--- config.mk ---
export PLATFORM = sky130hd
export DESIGN_NAME = region_lock_table_unit
export DESIGN_NICKNAME = d
export VERILOG_FILES = /design/src/hw/rtl/rlt_pkg.sv /design/src/hw/rtl/rlt_ram.sv /design/src/hw/rtl/region_lock_table_unit.sv
export SDC_FILE = /design/constraint.sdc
export NUM_CORES = 2
export LEC_CHECK = 0
export BUFFER_PORTS_ARGS = -buffer_cell sky130_fd_sc_hd__buf_2
export CAP_MARGIN = 5
export CORE_MARGIN = 4
export CORE_UTILIZATION = 55
export CTS_CLUSTER_SIZE = 30
export DETAILED_ROUTE_END_ITERATION = 8
export PLACE_DENSITY = 0.81
export SETUP_SLACK_MARGIN = 0.3
export SLEW_MARGIN = 10
export SYNTH_ARGS = -nofsm -noshare
export SYNTH_HDL_FRONTEND = slang
export SYNTH_HIERARCHICAL = 1
export SYNTH_SLANG_ARGS = --single-unit
--- constraint.sdc ---
create_clock -name clk -period 12.9 [get_ports clk]
set_input_delay 1.29 -clock clk [delete_from_list [all_inputs] [get_ports clk]]
set_output_delay 1.29 -clock clk [all_outputs]
set_load 0.02 [all_outputs]
--- src/hw/rtl/rlt_pkg.sv ---
// Package for the region lock table: constants, status codes and controller states.
package rlt_pkg;

  // Default number of lock regions.
  localparam int REGION_COUNT_DEF = 256;
  // Bytes per region (a power of two) and the matching shift.
  localparam int REGION_BYTES    = 64;
  localparam int REGION_SHIFT    = $clog2(REGION_BYTES);
  // Requester identities and the holder field width.
  localparam int MAX_REQUESTERS  = 16;
  localparam int REQ_W           = $clog2(MAX_REQUESTERS);
  // Hold counter width and its saturation value.
  localparam int COUNT_W         = 8;
  localparam logic [COUNT_W-1:0] HOLD_MAX = '1;
  // Field widths of the request and configuration ports.
  localparam int OFFSET_W        = 14;
  localparam int LENGTH_W        = 15;
  localparam int CFG_W           = 9;
  localparam logic [CFG_W-1:0] REGIONS_RESET = 9'd256;
  localparam int REGION_OUT_W    = 8;
  localparam int REGION_OUT_MAX  = 255;

  // Request commands.
  localparam logic CMD_ACQUIRE = 1'b0;
  localparam logic CMD_RELEASE = 1'b1;

  // Result status codes.
  typedef enum logic [2:0] {
    STATUS_DONE     = 3'd0,
    STATUS_CONFLICT = 3'd1,
    STATUS_RANGE    = 3'd2,
    STATUS_OVERFLOW = 3'd3,
    STATUS_UNHELD   = 3'd4
  } status_t;

  // Controller states.
  typedef enum logic [1:0] {
    ST_IDLE,
    ST_CLEAR,
    ST_CHECK,
    ST_UPDATE
  } state_t;

endpackage

--- src/hw/rtl/rlt_ram.sv ---
// Generic simple dual-port RAM with one write port and a registered read port.
module rlt_ram #(
  parameter int WIDTH = 8,
  parameter int DEPTH = 256
) (
  input  logic                                  clk,
  input  logic                                  we,
  input  logic [(DEPTH > 1 ? $clog2(DEPTH) : 1)-1:0] waddr,
  input  logic [WIDTH-1:0]                      wdata,
  input  logic [(DEPTH > 1 ? $clog2(DEPTH) : 1)-1:0] raddr,
  output logic [WIDTH-1:0]                      rdata
);

  logic [WIDTH-1:0] mem [DEPTH];

  // Write and registered read.
  always_ff @(posedge clk) begin
    if (we) begin
      mem[waddr] <= wdata;
    end
    rdata <= mem[raddr];
  end

endmodule

--- src/hw/rtl/region_lock_table_unit.sv ---
// Top level of the region lock table: request controller over the count and holder memories.
// A request that has zero length or reaches past the regions in use gets its result in the
// cycle after it is accepted. Any other request walks its N covered regions twice through
// the single read port of the count memory, once to check and once to update, with busy
// high throughout, and no new request is accepted until it is done; a refused request
// ends after the check walk. After reset the count memory is cleared one entry a cycle
// with busy high; configuration writes are taken during that time. Each result is
// shown for one cycle with out_valid and cannot be held off by the receiver.
module region_lock_table_unit
  import rlt_pkg::*;
#(
  parameter int REGION_COUNT = REGION_COUNT_DEF
) (
  input  logic                    clk,
  input  logic                    rst_n,
  input  logic                    start,
  output logic                    busy,
  input  logic                    in_command,
  input  logic [OFFSET_W-1:0]     in_start_offset,
  input  logic [LENGTH_W-1:0]     in_range_length,
  input  logic [REQ_W-1:0]        in_requester,
  output logic                    out_valid,
  output logic [2:0]              out_status,
  output logic [REGION_OUT_W-1:0] out_conflict_region,
  input  logic                    cfg_we,
  input  logic [CFG_W-1:0]        cfg_wdata
);

  localparam int AW    = (REGION_COUNT > 1) ? $clog2(REGION_COUNT) : 1;
  localparam int LIM_W = $clog2(REGION_COUNT + 1);
  localparam int CMP_W = (LIM_W > LENGTH_W + 1) ? LIM_W : LENGTH_W + 1;

  state_t                  state_r, state_nxt;
  logic [CFG_W-1:0]        regions_r;
  logic                    cmd_r, cmd_nxt;
  logic [REQ_W-1:0]        who_r, who_nxt;
  logic [AW-1:0]           first_r, first_nxt;
  logic [AW-1:0]           last_r, last_nxt;
  logic [AW-1:0]           dptr_r, dptr_nxt;
  logic                    a_found_r, a_found_nxt;
  logic [AW-1:0]           a_idx_r, a_idx_nxt;
  logic                    b_found_r, b_found_nxt;
  logic [AW-1:0]           b_idx_r, b_idx_nxt;
  logic                    out_valid_r, out_valid_nxt;
  status_t                 out_status_r, out_status_nxt;
  logic [REGION_OUT_W-1:0] out_region_r, out_region_nxt;

  // Memory ports.
  logic                    cnt_we;
  logic [COUNT_W-1:0]      cnt_wdata;
  logic [COUNT_W-1:0]      cnt_rdata;
  logic                    hold_we;
  logic [REQ_W-1:0]        hold_rdata;
  logic [AW-1:0]           rd_addr;

  // Request decode.
  logic [CMP_W-1:0]        end_byte;
  logic [CMP_W-1:0]        first_w;
  logic [CMP_W-1:0]        last_w;
  logic [CMP_W-1:0]        limit_w;
  logic [CMP_W-1:0]        bad_w;
  logic                    len_zero;
  logic                    out_of_range;

  // Per-region check results.
  logic                    hit_a;
  logic                    hit_b;
  logic                    a_any;
  logic                    b_any;
  logic [AW-1:0]           a_sel;
  logic [AW-1:0]           b_sel;
  logic                    last_step;
  logic [AW-1:0]           dptr_inc;

  assign busy                = (state_r != ST_IDLE);
  assign out_valid           = out_valid_r;
  assign out_status          = out_status_r;
  assign out_conflict_region = out_region_r;

  // Range of the incoming request, in region units.
  always_comb begin
    end_byte = CMP_W'(in_start_offset) + CMP_W'(in_range_length) - CMP_W'(1);
    first_w  = CMP_W'(in_start_offset) >> REGION_SHIFT;
    last_w   = end_byte >> REGION_SHIFT;
    if (CMP_W'(regions_r) > CMP_W'(REGION_COUNT)) begin
      limit_w = CMP_W'(REGION_COUNT);
    end else begin
      limit_w = CMP_W'(regions_r);
    end
    len_zero     = (in_range_length == '0);
    out_of_range = (last_w >= limit_w);
    bad_w        = (first_w > limit_w) ? first_w : limit_w;
    if (bad_w > CMP_W'(REGION_OUT_MAX)) begin
      bad_w = CMP_W'(REGION_OUT_MAX);
    end
  end

  // Evaluation of the entry whose read data is arriving.
  always_comb begin
    if (cmd_r == CMD_ACQUIRE) begin
      hit_a = (cnt_rdata != '0) && (hold_rdata != who_r);
      hit_b = (cnt_rdata == HOLD_MAX);
    end else begin
      hit_a = (cnt_rdata == '0);
      hit_b = 1'b0;
    end
    a_any     = a_found_r | hit_a;
    b_any     = b_found_r | hit_b;
    a_sel     = a_found_r ? a_idx_r : dptr_r;
    b_sel     = b_found_r ? b_idx_r : dptr_r;
    last_step = (dptr_r == last_r);
    dptr_inc  = dptr_r + 1'b1;
  end

  // Next state, memory control and result.
  always_comb begin
    state_nxt      = state_r;
    cmd_nxt        = cmd_r;
    who_nxt        = who_r;
    first_nxt      = first_r;
    last_nxt       = last_r;
    dptr_nxt       = dptr_r;
    a_found_nxt    = a_found_r;
    a_idx_nxt      = a_idx_r;
    b_found_nxt    = b_found_r;
    b_idx_nxt      = b_idx_r;
    out_valid_nxt  = 1'b0;
    out_status_nxt = out_status_r;
    out_region_nxt = out_region_r;
    cnt_we         = 1'b0;
    cnt_wdata      = '0;
    hold_we        = 1'b0;
    rd_addr        = dptr_inc;
    case (state_r)
      ST_CLEAR: begin
        cnt_we = 1'b1;
        if (dptr_r == AW'(REGION_COUNT - 1)) begin
          state_nxt = ST_IDLE;
        end else begin
          dptr_nxt = dptr_inc;
        end
      end
      ST_IDLE: begin
        rd_addr     = AW'(first_w);
        cmd_nxt     = in_command;
        who_nxt     = in_requester;
        first_nxt   = AW'(first_w);
        last_nxt    = AW'(last_w);
        a_found_nxt = 1'b0;
        b_found_nxt = 1'b0;
        if (start) begin
          dptr_nxt = AW'(first_w);
          if (len_zero) begin
            out_valid_nxt  = 1'b1;
            out_status_nxt = STATUS_DONE;
            out_region_nxt = '0;
          end else if (out_of_range) begin
            out_valid_nxt  = 1'b1;
            out_status_nxt = STATUS_RANGE;
            out_region_nxt = REGION_OUT_W'(bad_w);
          end else begin
            state_nxt = ST_CHECK;
          end
        end
      end
      ST_CHECK: begin
        a_found_nxt = a_any;
        a_idx_nxt   = a_sel;
        b_found_nxt = b_any;
        b_idx_nxt   = b_sel;
        if (last_step) begin
          rd_addr  = first_r;
          dptr_nxt = first_r;
          if (a_any) begin
            out_valid_nxt  = 1'b1;
            out_status_nxt = (cmd_r == CMD_ACQUIRE) ? STATUS_CONFLICT : STATUS_UNHELD;
            out_region_nxt = REGION_OUT_W'(a_sel);
            state_nxt      = ST_IDLE;
          end else if (b_any) begin
            out_valid_nxt  = 1'b1;
            out_status_nxt = STATUS_OVERFLOW;
            out_region_nxt = REGION_OUT_W'(b_sel);
            state_nxt      = ST_IDLE;
          end else begin
            state_nxt = ST_UPDATE;
          end
        end else begin
          dptr_nxt = dptr_inc;
        end
      end
      ST_UPDATE: begin
        cnt_we  = 1'b1;
        hold_we = (cmd_r == CMD_ACQUIRE);
        if (cmd_r == CMD_ACQUIRE) begin
          cnt_wdata = cnt_rdata + 1'b1;
        end else begin
          cnt_wdata = cnt_rdata - 1'b1;
        end
        if (last_step) begin
          out_valid_nxt  = 1'b1;
          out_status_nxt = STATUS_DONE;
          out_region_nxt = '0;
          state_nxt      = ST_IDLE;
        end else begin
          dptr_nxt = dptr_inc;
        end
      end
      default: begin
        state_nxt = ST_IDLE;
      end
    endcase
  end

  // Control registers.
  always_ff @(posedge clk) begin
    if (!rst_n) begin
      state_r     <= ST_CLEAR;
      dptr_r      <= '0;
      out_valid_r <= 1'b0;
      regions_r   <= REGIONS_RESET;
    end else begin
      state_r     <= state_nxt;
      dptr_r      <= dptr_nxt;
      out_valid_r <= out_valid_nxt;
      if (cfg_we) begin
        regions_r <= cfg_wdata;
      end
    end
  end

  // Request and result payload registers.
  always_ff @(posedge clk) begin
    cmd_r        <= cmd_nxt;
    who_r        <= who_nxt;
    first_r      <= first_nxt;
    last_r       <= last_nxt;
    a_found_r    <= a_found_nxt;
    a_idx_r      <= a_idx_nxt;
    b_found_r    <= b_found_nxt;
    b_idx_r      <= b_idx_nxt;
    out_status_r <= out_status_nxt;
    out_region_r <= out_region_nxt;
  end

  // Hold count memory, cleared after reset.
  rlt_ram #(
    .WIDTH (COUNT_W),
    .DEPTH (REGION_COUNT)
  ) u_count_ram (
    .clk   (clk),
    .we    (cnt_we),
    .waddr (dptr_r),
    .wdata (cnt_wdata),
    .raddr (rd_addr),
    .rdata (cnt_rdata)
  );

  // Holder memory, written on every acquire update.
  rlt_ram #(
    .WIDTH (REQ_W),
    .DEPTH (REGION_COUNT)
  ) u_holder_ram (
    .clk   (clk),
    .we    (hold_we),
    .waddr (dptr_r),
    .wdata (who_r),
    .raddr (rd_addr),
    .rdata (hold_rdata)
  );

  // The walks stay inside the requested range.
  a_walk_in_range: assert property (@(posedge clk) disable iff (!rst_n)
    (state_r == ST_CHECK || state_r == ST_UPDATE) |-> (dptr_r >= first_r && dptr_r <= last_r))
    else $error("region walk left the requested range");

  // An acquire update never wraps a saturated count.
  a_no_wrap_up: assert property (@(posedge clk) disable iff (!rst_n)
    (state_r == ST_UPDATE && cmd_r == CMD_ACQUIRE) |-> (cnt_rdata != HOLD_MAX))
    else $error("acquire update on a saturated count");

  // A release update never lowers a zero count.
  a_no_wrap_down: assert property (@(posedge clk) disable iff (!rst_n)
    (state_r == ST_UPDATE && cmd_r == CMD_RELEASE) |-> (cnt_rdata != '0))
    else $error("release update on an unheld region");

  // A successful result reports region zero.
  a_done_region: assert property (@(posedge clk) disable iff (!rst_n)
    (out_valid && out_status == STATUS_DONE) |-> (out_conflict_region == '0))
    else $error("done result with a nonzero region");

  // An update walk is only entered when the check found nothing.
  a_update_clean: assert property (@(posedge clk) disable iff (!rst_n)
    (state_r == ST_CHECK && state_nxt == ST_UPDATE) |-> (!a_any && !b_any))
    else $error("update started after a failed check");

endmodule
==> metrics <==
Overflow after GRT 0; via count between 60,000 and 70,000; root buffer cell clkbuf_16; critical path data arrival time between 8 and 9 ns; full die area between 0.2 and 0.25 mm^2; Ports 60; Initial Util 0.555; Port Buf Inserts 59; maximum clock frequency roughly 0.14 GHz; vias in the first global route between 60,000 and 70,000; worst endpoint required time 13.65 ns; drt total wl between 300,000 and 400,000 um; grt met1 use 0.340; CP max FO between 100 and 150; met3 Resource Use GR 0.0625; compound-cell area share of the yosys netlist 0.0350; Psw 0.00459 W; Clock Pin Slew Worst Setup and Hold Paths roughly 0.06 ns; Die H ~490 um; WL/cell roughly 32 um; Post-CTS Setup Repair Bufs 0; synthesized instance count 6,293; CTS Buffer Depth 4; R2R Setup Slk 5.63 ns; Register-to-Register Path Depth 13; RSZ-0062 raised after global routing no; Area growth, synth to finish 10.3%; initial antenna violation count 12; synthesized-area fraction occupied by adder cells 0.00516; worst rel slew slack 0.0675; Total GRT Usage 0.261; drt initial violations approximately 11,000; Top FF cell, synth edfxtp_1; Final period util 0.563; mean post-synth cell area ~20 um^2; Slew Limit Fails 0; clk sink count 3,154; RR Endpoint u_count_ram/rdata[0]$_DFF_P_; CP Launch Type register; hold path endpoint regions_r[1]$_SDFFE_PN0P_; min-delay src regions_r[1]$_SDFFE_PN0P_; YS warnings 6; Int Power around 0.017 W; cts repair resizes 0; synth top area cells edfxtp_1, mux4_2, nor2_1, mux2i_1, a22oi_1; synth unique cells 87; Setup Skew about 0.091 ns; Placement Rows between 150 and 200; setup tns final 0 ns; syn_nets around 6,400; Post-Syn Area about 0.13 mm^2; clock share of power 0.413; layout cells sized above 1 0.209; combinational power share 0.066; Final Critical Period around 7.3 ns; Most Crowded Layer GR met2; post-DR vias/cell 6.83; worst r2r src dptr_r[0]$_SDFFE_PN0P_; commonest cells in the netlist edfxtp_1, mux4_2, nor2_1; Clock Latency Late Sink ~0.94 ns; register bit total from synthesis 3,154; setup slack after layout about 5.6 ns; Layout Nets 6,499; EDFF count, synth around 3,100; Final ANT Viol Nets 0; Post-synth ARST share 0; count leader, synth edfxtp_1; Lkg Pwr between 40 and 50 nW; DRT Pass-1 Iters 8; Die Span X between 400 and 500 um; Simple-Gate Fraction of Synth Area 0.0363; sequential area share after synthesis 0.754; DRC Markers 0; Num CTS Buffers about 320; CTS tree built; Core Area 0.226 mm^2; final cell count without fillers around 9,600; worst hold path depth 2; outcome finished, final reports clean; actual slew at the worst max-slew pin about 1.4 ns; Hold Crit Class reg -> reg; RD Place Congestion a little under 0.9; Net Sw Frac 0.214; crit end category register; Cells after DPL 9,070; VDD IR-drop max ~0.16 mV; hold buffers post-CTS 0; Synth Area in XOR/XNOR 0.00224; Setup WS pre-CTS just under 6 ns; # setup viols final 0; largest net degree at the start of global routing 255; Setup CP Type reg -> reg; Final HPWL DP between 150,000 and 200,000 um; global-route wire length before repair approximately 460,000 um; hold slack between 0.5 and 0.6 ns; GRT met2 Usage 0.416; Yosys top cell area share 0.749; Total Power about 0.021 W; largest family of logic cells by synthesized area multiplexers; pwr dens roughly 160 mW/mm^2; H-tree Lvls 5; Sequential Power Share 0.520; Max Cap Viol 0; post-synthesis mux area share 0.147; final hold vios 0; biggest area consumer among synthesized cells edfxtp_1
worst max-delay path: stages, from the launching register on:
cell and delay, ns:
dfxtp_2 0.87, xnor2_1 0.21, nand4_1 0.19, nor3_1 0.67, o2bb2ai_1 0.18, nand2_1 0.13, nand2_4 0.64, buf_12 0.64
buf_12 0.77, mux4_2 0.64, mux4_2 0.49, nor2b_1 0.16, nor4_1 1.15, nor4_2 0.14
sequential cells by signal, summed over array words and instances, names as in the netlist, 3 cells and up:
register,flops
u_holder_ram/rdata,4
u_holder_ram/mem,1024
first_r,8
b_idx_r,8
u_count_ram/rdata,8
out_status,3
dptr_r,8
who_r,4
regions_r,9
u_count_ram/mem,2048
a_idx_r,8
last_r,8
out_conflict_region,8
layer usage:
layer	share of wire	vias to the layer above
li1	-	26100
met1	0.34	33700
met2	0.48	4991
met3	0.12	1041
met4	0.060	6
met5	0.00014	-
final cells by class:
type / count / area [um^2]
Antenna cell: 12 / 30.0
Sequential cell: 3154 / 94400
Fill cell: 14700 / 87500
Tap cell: 2992 / 3740
Multi-Input combinational cell: 2681 / 28500
Inverter: 78 / 305
Timing Repair Buffer: 165 / 1240
Clock buffer: 403 / 8550
Clock inverter: 151 / 1300
kinds of logic after synthesis:
kind of cell,count (synthesis)
AOI/OAI and AO/OA,622
xor gates and xnor gates,32
adders and majority gates,51
buffers and inverters,458
DFF,3154
muxes,953
and+or+nand+nor,1023
per-stage QoR:
stage,area [um^2],util
after floorplan,125000,-
after global placement,128000,0.568
after detailed placement,128000,0.568
after CTS,138000,0.612
after global routing,138000,0.612
final,138000,0.612
how the worst max path moves through the flow:
| stage | startpoint | end | slack (ns) | cells past startpoint |
|---|---|---|---|---|
| floorplan | cmd_r$_DFFE_PP_ | u_count_ram/mem[0][7]$_DFFE_PP_ | 2.53 | 7 |
| global placement | dptr_r[0]$_SDFFE_PN0P_ | u_count_ram/rdata[0]$_DFF_P_ | 5.93 | 13 |
| detailed placement | dptr_r[0]$_SDFFE_PN0P_ | u_count_ram/rdata[0]$_DFF_P_ | 5.88 | 13 |
| CTS | dptr_r[0]$_SDFFE_PN0P_ | u_count_ram/rdata[0]$_DFF_P_ | 5.74 | 13 |
| global route | dptr_r[0]$_SDFFE_PN0P_ | u_count_ram/rdata[7]$_DFF_P_ | 5.23 | 14 |
| finish | dptr_r[0]$_SDFFE_PN0P_ | u_count_ram/rdata[0]$_DFF_P_ | 5.63 | 13 |
power by group through the flow:
stage | combinational [W] | sequential, W | clock [W]
2_1_floorplan | 0.00103 | 0.0113 | 0
3_3_place_gp | 0.00136 | 0.0113 | 0
3_5_place_dp | 0.00138 | 0.0114 | 0
4_1_cts | 0.00141 | 0.0111 | 0.00894
5_1_grt | 0.00149 | 0.0111 | 0.00941
6_report | 0.00142 | 0.0111 | 0.00885
cells in the final DEF (no fill, tap or decap), types with 69 or more instances in the layout:
master and instances:
edfxtp_1 3122, mux4_2 704, nor2_1 589, clkbuf_16 327, mux2i_1 224, a22oi_1 170
a21oi_1 131, nand2_1 111, buf_4 93, inv_1 70, nand3_1 69
(Power assumes the default switching activity.)
